**src/rtl/core/ois_pkg.sv**
```systemverilog
`default_nettype none

package ois_pkg;

    // command codes
    localparam logic [1:0] CMD_INSERT = 2'd0;
    localparam logic [1:0] CMD_REMOVE = 2'd1;
    localparam logic [1:0] CMD_LOOKUP = 2'd2;
    localparam logic [1:0] CMD_READ   = 2'd3;

    // status codes
    localparam logic [2:0] ST_OK        = 3'd0;
    localparam logic [2:0] ST_PRESENT   = 3'd1;
    localparam logic [2:0] ST_NOT_FOUND = 3'd2;
    localparam logic [2:0] ST_FULL      = 3'd3;
    localparam logic [2:0] ST_RANGE     = 3'd4;

    localparam int IN_BITS  = 40;
    localparam int OUT_BITS = 48;

    typedef enum logic [2:0] {
        S_IDLE,
        S_SCAN,
        S_SHIFT,
        S_RDIDX,
        S_RDWAIT,
        S_DONE
    } state_t;

    // input transaction, first field in the highest bits
    typedef struct packed {
        logic [3:0]         index;
        logic signed [31:0] value;
        logic [1:0]         command;
    } cmd_t;

    // result transaction, first field in the highest bits
    typedef struct packed {
        logic [4:0]         count;
        logic signed [31:0] read_value;
        logic               found;
        logic [2:0]         status;
    } result_t;

endpackage

`default_nettype wire

```
**src/rtl/core/ordered_integer_set_store_core.sv**
```systemverilog
// Channel | Dir | Fields (low bit up)                                      | Handshake
// s_      | in  | command[1:0], value[33:2], index[37:34], pad to 40      | s_tvalid/s_tready
// m_      | out | status[2:0], found[3], read_value[35:4], count[40:36]   | m_tvalid/m_tready
//
// One command at a time. Every command first scans the stored entries through the
// single read port, one entry per cycle, stopping at the first match. A remove then
// compacts the tail, one entry per cycle (read at i+1, write at i); a read with an
// index in range then fetches that entry through the port (S_RDIDX, S_RDWAIT).
// Reset clears the state, the entry count and the pending and output-valid flags; the entry memory is not cleared.
// A finished result sits in the output register, so the next command is taken
// while m_tready is low; it waits in its last step only if the register is still full.
`default_nettype none

module ordered_integer_set_store_core #(
    parameter int CAPACITY = 16
) (
    input  wire logic        aclk,
    input  wire logic        aresetn,
    input  wire logic        s_tvalid,
    output logic             s_tready,
    input  wire logic [39:0] s_tdata,   // command[1:0], value[33:2], index[37:34]
    output logic             m_tvalid,
    input  wire logic        m_tready,
    output logic [47:0]      m_tdata    // status[2:0], found[3], read_value[35:4], count[40:36]
);

    localparam int CW = $clog2(CAPACITY + 1);
    localparam int AW = (CAPACITY > 1) ? $clog2(CAPACITY) : 1;
    localparam int XW = (CW > 4) ? CW : 4;
    localparam int OW = (CW > 5) ? CW : 5;

    ois_pkg::state_t state_reg, state_next;

    logic [1:0]         cmd_reg, cmd_next;
    logic signed [31:0] val_reg, val_next;
    logic [3:0]         idx_reg, idx_next;
    logic [CW-1:0]      cnt_reg, cnt_next;
    logic [CW-1:0]      ptr_reg, ptr_next;
    logic               pend_reg, pend_next;
    logic [CW-1:0]      paddr_reg, paddr_next;
    logic               found_reg, found_next;
    logic [AW-1:0]      pos_reg, pos_next;
    logic [2:0]         status_reg, status_next;
    logic               out_vld_reg, out_vld_next;
    ois_pkg::result_t   out_reg, out_next;

    // entry memory, one read and one write port, registered read
    logic [31:0]   mem [CAPACITY];
    logic [31:0]   mem_q_reg;
    logic          rd_en;
    logic [AW-1:0] rd_addr;
    logic          wr_en;
    logic [AW-1:0] wr_addr;
    logic [31:0]   wr_data;

    ois_pkg::cmd_t in_cmd;
    logic          hit;
    logic          full;
    logic          idx_ok;
    logic [XW-1:0] idx_x;
    logic [XW-1:0] cnt_x;
    logic [CW-1:0] paddr_m1;
    logic [OW-1:0] cnt_o;

    assign in_cmd   = ois_pkg::cmd_t'(s_tdata[37:0]);
    assign hit      = pend_reg && (mem_q_reg == val_reg);
    assign full     = (cnt_reg == CW'(CAPACITY));
    assign idx_x    = XW'(idx_reg);
    assign cnt_x    = XW'(cnt_reg);
    assign idx_ok   = (idx_x < cnt_x);
    assign paddr_m1 = paddr_reg - CW'(1);
    assign cnt_o    = OW'(cnt_reg);

    assign s_tready = (state_reg == ois_pkg::S_IDLE);
    assign m_tvalid = out_vld_reg;
    assign m_tdata  = {{(ois_pkg::OUT_BITS - $bits(ois_pkg::result_t)){1'b0}}, out_reg};

    always_ff @(posedge aclk) begin
        if (wr_en) begin
            mem[wr_addr] <= wr_data;
        end
        if (rd_en) begin
            mem_q_reg <= mem[rd_addr];
        end
    end

    always_ff @(posedge aclk) begin
        if (!aresetn) begin
            state_reg <= ois_pkg::S_IDLE;
        end else begin
            state_reg <= state_next;
        end
    end

    always_ff @(posedge aclk) begin
        if (!aresetn) begin
            cnt_reg     <= '0;
            pend_reg    <= 1'b0;
            out_vld_reg <= 1'b0;
        end else begin
            cnt_reg     <= cnt_next;
            pend_reg    <= pend_next;
            out_vld_reg <= out_vld_next;
        end
        cmd_reg    <= cmd_next;
        val_reg    <= val_next;
        idx_reg    <= idx_next;
        ptr_reg    <= ptr_next;
        paddr_reg  <= paddr_next;
        found_reg  <= found_next;
        pos_reg    <= pos_next;
        status_reg <= status_next;
        out_reg    <= out_next;
    end

    always_comb begin
        state_next   = state_reg;
        cmd_next     = cmd_reg;
        val_next     = val_reg;
        idx_next     = idx_reg;
        cnt_next     = cnt_reg;
        ptr_next     = ptr_reg;
        pend_next    = pend_reg;
        paddr_next   = paddr_reg;
        found_next   = found_reg;
        pos_next     = pos_reg;
        status_next  = status_reg;
        out_next     = out_reg;
        out_vld_next = out_vld_reg;
        rd_en        = 1'b0;
        rd_addr      = ptr_reg[AW-1:0];
        wr_en        = 1'b0;
        wr_addr      = cnt_reg[AW-1:0];
        wr_data      = val_reg;

        if (out_vld_reg && m_tready) begin
            out_vld_next = 1'b0;
        end

        case (state_reg)
            ois_pkg::S_IDLE: begin
                if (s_tvalid) begin
                    cmd_next   = in_cmd.command;
                    val_next   = in_cmd.value;
                    idx_next   = in_cmd.index;
                    ptr_next   = '0;
                    pend_next  = 1'b0;
                    found_next = 1'b0;
                    state_next = ois_pkg::S_SCAN;
                end
            end
            ois_pkg::S_SCAN: begin
                if (hit || (!pend_reg && ptr_reg >= cnt_reg)) begin
                    // search finished; hit tells whether the value is held
                    pend_next   = 1'b0;
                    found_next  = hit;
                    pos_next    = paddr_reg[AW-1:0];
                    status_next = ois_pkg::ST_OK;
                    state_next  = ois_pkg::S_DONE;
                    case (cmd_reg)
                        ois_pkg::CMD_INSERT: begin
                            if (hit) begin
                                status_next = ois_pkg::ST_PRESENT;
                            end else if (full) begin
                                status_next = ois_pkg::ST_FULL;
                            end else begin
                                wr_en    = 1'b1;
                                cnt_next = cnt_reg + CW'(1);
                            end
                        end
                        ois_pkg::CMD_REMOVE: begin
                            if (hit) begin
                                ptr_next   = paddr_reg + CW'(1);
                                state_next = ois_pkg::S_SHIFT;
                            end else begin
                                status_next = ois_pkg::ST_NOT_FOUND;
                            end
                        end
                        ois_pkg::CMD_LOOKUP: begin
                            if (!hit) begin
                                status_next = ois_pkg::ST_NOT_FOUND;
                            end
                        end
                        default: begin
                            if (idx_ok) begin
                                state_next = ois_pkg::S_RDIDX;
                            end else begin
                                status_next = ois_pkg::ST_RANGE;
                            end
                        end
                    endcase
                end else if (ptr_reg < cnt_reg) begin
                    rd_en      = 1'b1;
                    pend_next  = 1'b1;
                    paddr_next = ptr_reg;
                    ptr_next   = ptr_reg + CW'(1);
                end else begin
                    pend_next = 1'b0;
                end
            end
            ois_pkg::S_SHIFT: begin
                // read entry i+1, then write it to i in the following cycle
                if (pend_reg) begin
                    wr_en   = 1'b1;
                    wr_addr = paddr_m1[AW-1:0];
                    wr_data = mem_q_reg;
                end
                if (ptr_reg < cnt_reg) begin
                    rd_en      = 1'b1;
                    pend_next  = 1'b1;
                    paddr_next = ptr_reg;
                    ptr_next   = ptr_reg + CW'(1);
                end else begin
                    pend_next = 1'b0;
                    if (!pend_reg) begin
                        cnt_next   = cnt_reg - CW'(1);
                        state_next = ois_pkg::S_DONE;
                    end
                end
            end
            ois_pkg::S_RDIDX: begin
                rd_en      = 1'b1;
                rd_addr    = idx_x[AW-1:0];
                state_next = ois_pkg::S_RDWAIT;
            end
            ois_pkg::S_RDWAIT: begin
                state_next = ois_pkg::S_DONE;
            end
            ois_pkg::S_DONE: begin
                if (!out_vld_reg || m_tready) begin
                    out_next.status     = status_reg;
                    out_next.found      = found_reg;
                    out_next.read_value = '0;
                    if (cmd_reg == ois_pkg::CMD_READ && status_reg == ois_pkg::ST_OK) begin
                        out_next.read_value = mem_q_reg;
                    end
                    out_next.count = cnt_o[4:0];
                    out_vld_next   = 1'b1;
                    state_next     = ois_pkg::S_IDLE;
                end
            end
            default: begin
                state_next = ois_pkg::S_IDLE;
            end
        endcase
    end

`ifndef NO_ASSERTIONS
    a_count_bound: assert property (@(posedge aclk) disable iff (!aresetn)
        cnt_reg <= CW'(CAPACITY))
        else $error("entry count above capacity");

    a_dup_found: assert property (@(posedge aclk) disable iff (!aresetn)
        (m_tvalid && out_reg.status == ois_pkg::ST_PRESENT) |-> out_reg.found)
        else $error("duplicate status without found flag");

    a_range_zero: assert property (@(posedge aclk) disable iff (!aresetn)
        (m_tvalid && out_reg.status == ois_pkg::ST_RANGE) |-> (out_reg.read_value == '0))
        else $error("out of range read returned data");

    a_scan_addr: assert property (@(posedge aclk) disable iff (!aresetn)
        (state_reg == ois_pkg::S_SCAN && pend_reg) |-> (paddr_reg < cnt_reg))
        else $error("scan compared an entry beyond the count");
`endif

endmodule

`default_nettype wire

```
**config.mk**
```make
export PLATFORM = sky130hd
export DESIGN_NAME = ordered_integer_set_store_core
export DESIGN_NICKNAME = d
export VERILOG_FILES = /design/src/rtl/core/ois_pkg.sv /design/src/rtl/core/ordered_integer_set_store_core.sv
export SDC_FILE = /design/constraint.sdc
export NUM_CORES = 1
export LEC_CHECK = 0
export BUFFER_PORTS_ARGS = -buffer_cell sky130_fd_sc_hd__buf_4
export CAP_MARGIN = 10
export CORE_MARGIN = 3
export CORE_UTILIZATION = 30
export CTS_CLUSTER_SIZE = 24
export DETAILED_ROUTE_END_ITERATION = 10
export PLACE_DENSITY = 0.45
export SLEW_MARGIN = 25
export SYNTH_ARGS = -nofsm -noshare
export SYNTH_HDL_FRONTEND = slang
export SYNTH_SLANG_ARGS = --single-unit
```
**constraint.sdc**
```tcl
create_clock -name aclk -period 12.3 [get_ports aclk]
set_clock_uncertainty 0.15 [all_clocks]
set_input_delay 0 -clock aclk [delete_from_list [all_inputs] [get_ports aclk]]
set_output_delay 0 -clock aclk [all_outputs]
set_load 0.05 [all_outputs]
```
## Yosys cells after proc, flatten, opt, wreduce, memory -nomap -nowiden

Memories as Yosys holds them, arrays and structs flattened. A register that Yosys moved wholly into a read port is not among the register bits.
Index checks and enable logic that the tools add are counted.
W data, S select, Z words.

| storage, ports and cells | value |
|---|---|
| memory bits (writable) | 512 |
| word-level logic and storage cells | 123 |
| flip-flop bits (word level) | 103 |
| memories kept | 1 |

Memories:

| memory | depth | bits a word | read ports | clocked after memory_dff | wr ports | RTL line | RTL |
|---|---|---|---|---|---|---|---|
| mem | 16 | 32 | 1 | 1 | 1 | ordered_integer_set_store_core.sv:48 | `logic [31:0] mem [CAPACITY];` |

| operators by class | value |
|---|---|
| reduce and logical (&&, ||, !) cells | 25 |
| add/sub/neg operators | 5 |
| eq/ne operators | 21 |
| mux-type cells | 53 |
| $lt $le $gt $ge | 3 |

Operator list:

| kind | number |
|---|---|
| $mux W5 | 13 |
| $mux W32 | 2 |
| $eq A32 B32 Y1 | 1 |
| $mux W3 | 8 |
| $pmux W5 S2 | 2 |
| $pmux W3 S6 | 1 |
| $ne A2 B2 Y1 const B | 8 |
| $add A5 B1 Y5 const B | 3 |
| $pmux W5 S3 | 1 |
| $mux W1 | 14 |
| $mux W4 | 3 |
| $pmux W3 S2 | 2 |
| $reduce_and A2 Y1 | 5 |
| $reduce_and A7 Y1 | 1 |
| $eq A3 B2 Y1 const B | 2 |
| $eq A3 B3 Y1 const B | 2 |
| $logic_not A3 Y1 | 2 |
| $mux W2 | 3 |
| $pmux W1 S3 | 2 |
| $eq A5 B5 Y1 const B | 1 |
| $ge A5 B5 Y1 | 1 |
| $lt A4 B5 Y1 | 1 |
| $lt A5 B5 Y1 | 1 |
| $reduce_and A5 Y1 | 1 |
| 18 further kinds | 27 |

## Logic depth before layout (Yosys ltp)

| depth | value |
|---|---|
| depth in word-level cells | 8 |
| depth in mapped cells | 11 |
| depth with buffers taken out | 10 |

## Least setup slack after synthesis

No wires, ideal clock.

| path | value |
|---|---|
| kind | register to register |
| from | register ptr_reg[3] |
| to | register mem_q_reg[0], read port of mem, enable pin |
| path slack | 7.793 ns |
| setup time | 0.461 ns |
| arrival | 3.896 ns |
| data required time | 11.689 ns |
| path buffers | 1 |
| cell stages (with the launch flop) | 8 |
| period minus slack after synthesis | 4.507 ns |
| cell sequence | edfxtp_1 > ha_1 > a21o_1 > a21oi_1 > and2_1 > clkbuf_1 > a31oi_1 > nor3_1 |

| between the ends | value |
|---|---|
| word-level cells in the longest chain between the ends | 5 |

RTL lines:

| what | RTL line | RTL |
|---|---|---|
| from (decl) | ordered_integer_set_store_core.sv:38 | `logic [CW-1:0] ptr_reg, ptr_next;` |
| from (signal assigned) | ordered_integer_set_store_core.sv:108 | `ptr_reg <= ptr_next;` |
| $ge A5 B5 Y1 | ordered_integer_set_store_core.sv:153 | `if (hit \|\| (!pend_reg && ptr_reg >= cnt_reg)) begin` |
| $logic_and A1 B1 Y1 | ordered_integer_set_store_core.sv:153 |  |
| $logic_or A1 B1 Y1 | ordered_integer_set_store_core.sv:153 |  |
| $mux W1 | ordered_integer_set_store_core.sv:153 |  |
| $pmux W1 S3 * | ordered_integer_set_store_core.sv:140 | `case (state_reg)` |
| net rd_en | ordered_integer_set_store_core.sv:50 | `logic rd_en;` |
| to (decl) | ordered_integer_set_store_core.sv:49 | `logic [31:0] mem_q_reg;` |

The timed path passes the listed nets; every way through them passes the cells marked *.
A chain may end at the register's enable or synchronous reset.

## Worst setup path in the final report

| path | value |
|---|---|
| from | register state_reg[2] |
| to | memory mem[3][9], enable pin |

| between the ends | value |
|---|---|
| word-level cells in the longest chain between the ends | 4 |

RTL lines:

| what | RTL line | RTL |
|---|---|---|
| from (decl) | ordered_integer_set_store_core.sv:32 | `ois_pkg::state_t state_reg, state_next;` |
| from (signal assigned) | ordered_integer_set_store_core.sv:89 | `state_reg <= ois_pkg::S_IDLE;` |
| from (signal assigned) | ordered_integer_set_store_core.sv:91 | `state_reg <= state_next;` |
| $eq A3 B2 Y1 / $eq A3 B1 Y1 (equally long branches) | ordered_integer_set_store_core.sv:140 |  |
| $pmux W1 S2 | ordered_integer_set_store_core.sv:140 |  |
| $mux W1 | ordered_integer_set_store_core.sv:79 | `if (wr_en) begin` |
| $mux W1 (implied by the code) | ordered_integer_set_store_core.sv:80 | `mem[wr_addr] <= wr_data;` |
| to (decl) | ordered_integer_set_store_core.sv:48 |  |

Parallel ways exist; a longest one is shown, timed or not.

==> impl_metrics.tcl <==
set metrics [dict create \
    via_per_inst 4.92 \
    ys_top_cells_by_count "edfxtp_1, nand2_1, mux4_2, and2_1, a31oi_1" \
    start_util 0.304 \
    ys.warnings.count 0 \
    clkTransAtPathRegs_ns 0.06 \
    layout-drive-gt1-share 0.219 \
    avgSynthCellArea_um2 18.2 \
    gp_congestion 0.757 \
    synth_cells 1426 \
    r2r_cells 10 \
    endpoint_kind "register" \
    drv_slew 0 \
    root_buffer "clkbuf_16" \
    period_minus_slack_ns 4.52 \
    largest_reg_flops 512 \
    track_usage 0.158 \
    ant_nets 0 \
    drc 0 \
    grt_pass1_vias 14488 \
    yosys-top-cells-area "edfxtp_1, mux4_2, nand2_1" \
    cts_sinks 647 \
    hp-class "primary input to register" \
    top_register "mem" \
    crit_path_start "state_reg[2]$_SDFFE_PN0P_" \
    yosysTopAreaCell "edfxtp_1" \
    nNetsFinal 1692 \
    p_leak_nw 10.2 \
    timing.rr.start "state_reg[2]$_SDFFE_PN0P_" \
    postCtsResizedCells 0 \
    r2r_end "mem[3][9]$_DFFE_PP_" \
    ys_seq_area_frac 0.744 \
    worst_pin_slew_ns 1.08 \
    synth_enable_flop_cells 637 \
    fmax_ghz 0.221 \
    first_pass_iters 5 \
    antenna_found_initial 3 \
    hold_path_depth 4 \
    place_hpwl_um 36100 \
    cp.required_ns 12.39 \
    grt_max_degree 129 \
    fin_tns_setup_ns 0 \
    cts_tree "built" \
    crit_chain "nor2_1 > nand2_1 > inv_2 > nand2_2 > buf_4 > nor2_1 > a21oi_1 > nand2b_1 > nor2_4 > buf_4" \
    drv_cap 0 \
    ys_async_sr_fraction 0 \
    die-area_um2 90200 \
    cp.arrival_ns 4.61 \
    rsz0062_at_grt "false" \
    ios 94 \
    std_cell_rows 107 \
    ys_types 54 \
    yosysMostFrequentCell "edfxtp_1" \
    synth_seq_cells 647 \
    hold_violations 0 \
    yosysTopAreaCellShare 0.736 \
    status "finished, final reports clean" \
    period_share 0.367 \
    grt_overflow_total 0 \
    r2r_slack_ns 7.78 \
    timing.slew.headroom 0.279 \
    htreeDepth 3 \
    die_w_um 300 \
    finalWirelength_um 70600 \
    insertion_delay_ns 0.62 \
    synthToLayoutAreaGrowth_pct 19.9 \
    min_to "state_reg[0]$_SDFFE_PN0P_" \
    powerDensity_nw_per_um2 210 \
    wire_per_inst_um 24.9 \
    synthFlopType "edfxtp_1" \
    hold_path_startpoint "aresetn" \
    utilization 0.364 \
    setup_viol 0 \
    start_kind "register" \
    io_buffers 84 \
    drt-initial-drc-count 1172 \
    cts.path.max_buffers 3 \
    slowest_stage "dfxtp_1" \
    fp.coreArea_um2 85500 \
    die-height_um 300 \
    fillers 7989 \
    cts_buffers 73 \
    netlist_area_um2 26000 \
    path_max_fanout 29 \
    via_count 13916 \
    grt_pass1_wl_um 102000 \
    crit_type "register to register" \
    ir_drop_mv 0.168 \
    critPathMaxStageDelay_ns 0.70 \
]
[critical path, delay by kind of cell (launching register included)]
kind            cells  cell delay [ns]
flops               1             0.70
simple gates        6             1.64
buf+inv             3             1.30
compound gates      1             0.26
[routing by layer]
layer	up-vias	part of all wire	track usage
li1	6067	-	-
met1	7360	0.47	0.228
met2	383	0.45	0.246
met3	104	0.052	0.0283
met4	2	0.025	0.0430
met5	-	0.00018	0
[logic make-up (layout without fill, tap and decap cells)]
family                     Yosys count  in the layout  share of synthesized area
muxes                              134            134                      0.113
adders and majority gates           20             20                    0.00992
buffers and inverters               89            342                     0.0192
DFF                                647            647                      0.744
xor gates and xnor gates            41             41                     0.0138
and+or+nand+nor                    359            359                     0.0657
other                                1              9                   0.000144
AOI/OAI and AO/OA                  135            135                     0.0344
[layout by cell type, fill, tap and decap left out, types with 5 or more instances in the layout]
master | synthesis | layout
a211oi_1 | 37 | 37
a21oi_1 | 21 | 21
a31oi_1 | 44 | 43
and2_1 | 68 | 67
buf_4 | 11 | 110
clkbuf_1 | 30 | 19
clkbuf_16 | 0 | 74
clkinv_1 | 1 | 21
clkinv_2 | 0 | 8
conb_1 | 1 | 7
dfxtp_1 | 10 | 10
dlygate4sd3_1 | 0 | 81
edfxtp_1 | 637 | 637
ha_1 | 19 | 19
inv_1 | 13 | 13
mux4_2 | 128 | 128
nand2_1 | 182 | 181
nand2b_1 | 8 | 8
nand3_1 | 8 | 8
nor2_1 | 36 | 18
nor2_4 | 0 | 18
nor2b_1 | 9 | 9
nor3_1 | 14 | 13
nor4_1 | 11 | 11
o21ai_0 | 10 | 10
or4_1 | 5 | 5
xnor2_1 | 7 | 7
xor2_1 | 34 | 34
[report_power, final]
part	internal (W)	switching [W]
combinational	0.000670	0.00102
clock	0.00119	0.000875
sequential	0.00269	0.000109
[cell type report]
type	count	area [µm²]	area share
antenna	2	5.00	0.000161
clock buffer	93	1920	0.0617
clock inverter	39	327	0.0105
inverter	16	60.1	0.00193
multi-input combinational	696	6400	0.205
sequential	647	19300	0.620
tap	1144	1430	0.0459
timing repair buffer	194	1700	0.0547
[how the worst max path moves through the flow]
stage	endpoint	slack, ns	cells past startpoint
floorplan	mem_q_reg[0]$_DFFE_PP_	7.79	7
global placement	mem[3][5]$_DFFE_PP_	7.78	10
detailed placement	mem[3][13]$_DFFE_PP_	7.74	10
CTS	mem[3][2]$_DFFE_PP_	7.72	10
global route	mem[3][9]$_DFFE_PP_	7.47	10
finish	mem[3][9]$_DFFE_PP_	7.78	10
[through the flow]
stage | cells | hold slack [ns] | area, µm² | power, W | setup slack, ns
floorplan | 1432 | -0.0511 | 26000 | 0.00402 | 7.79
global placement | 2615 | 0.0302 | 28100 | 0.00452 | 7.78
detailed placement | 2616 | 0.0295 | 28100 | 0.00454 | 7.74
CTS | 2829 | 0.0785 | 31200 | 0.00666 | 7.72
global route | 2829 | 0.127 | 31200 | 0.00688 | 7.47
finish | 2831 | 0.114 | 31200 | 0.00655 | 7.78
[what timing repair did]
item	CTS	global route
hold buffers	81	0
endpoints found under the hold margin	66	0
buffers inserted	0	0
(Power assumes the default switching activity.)
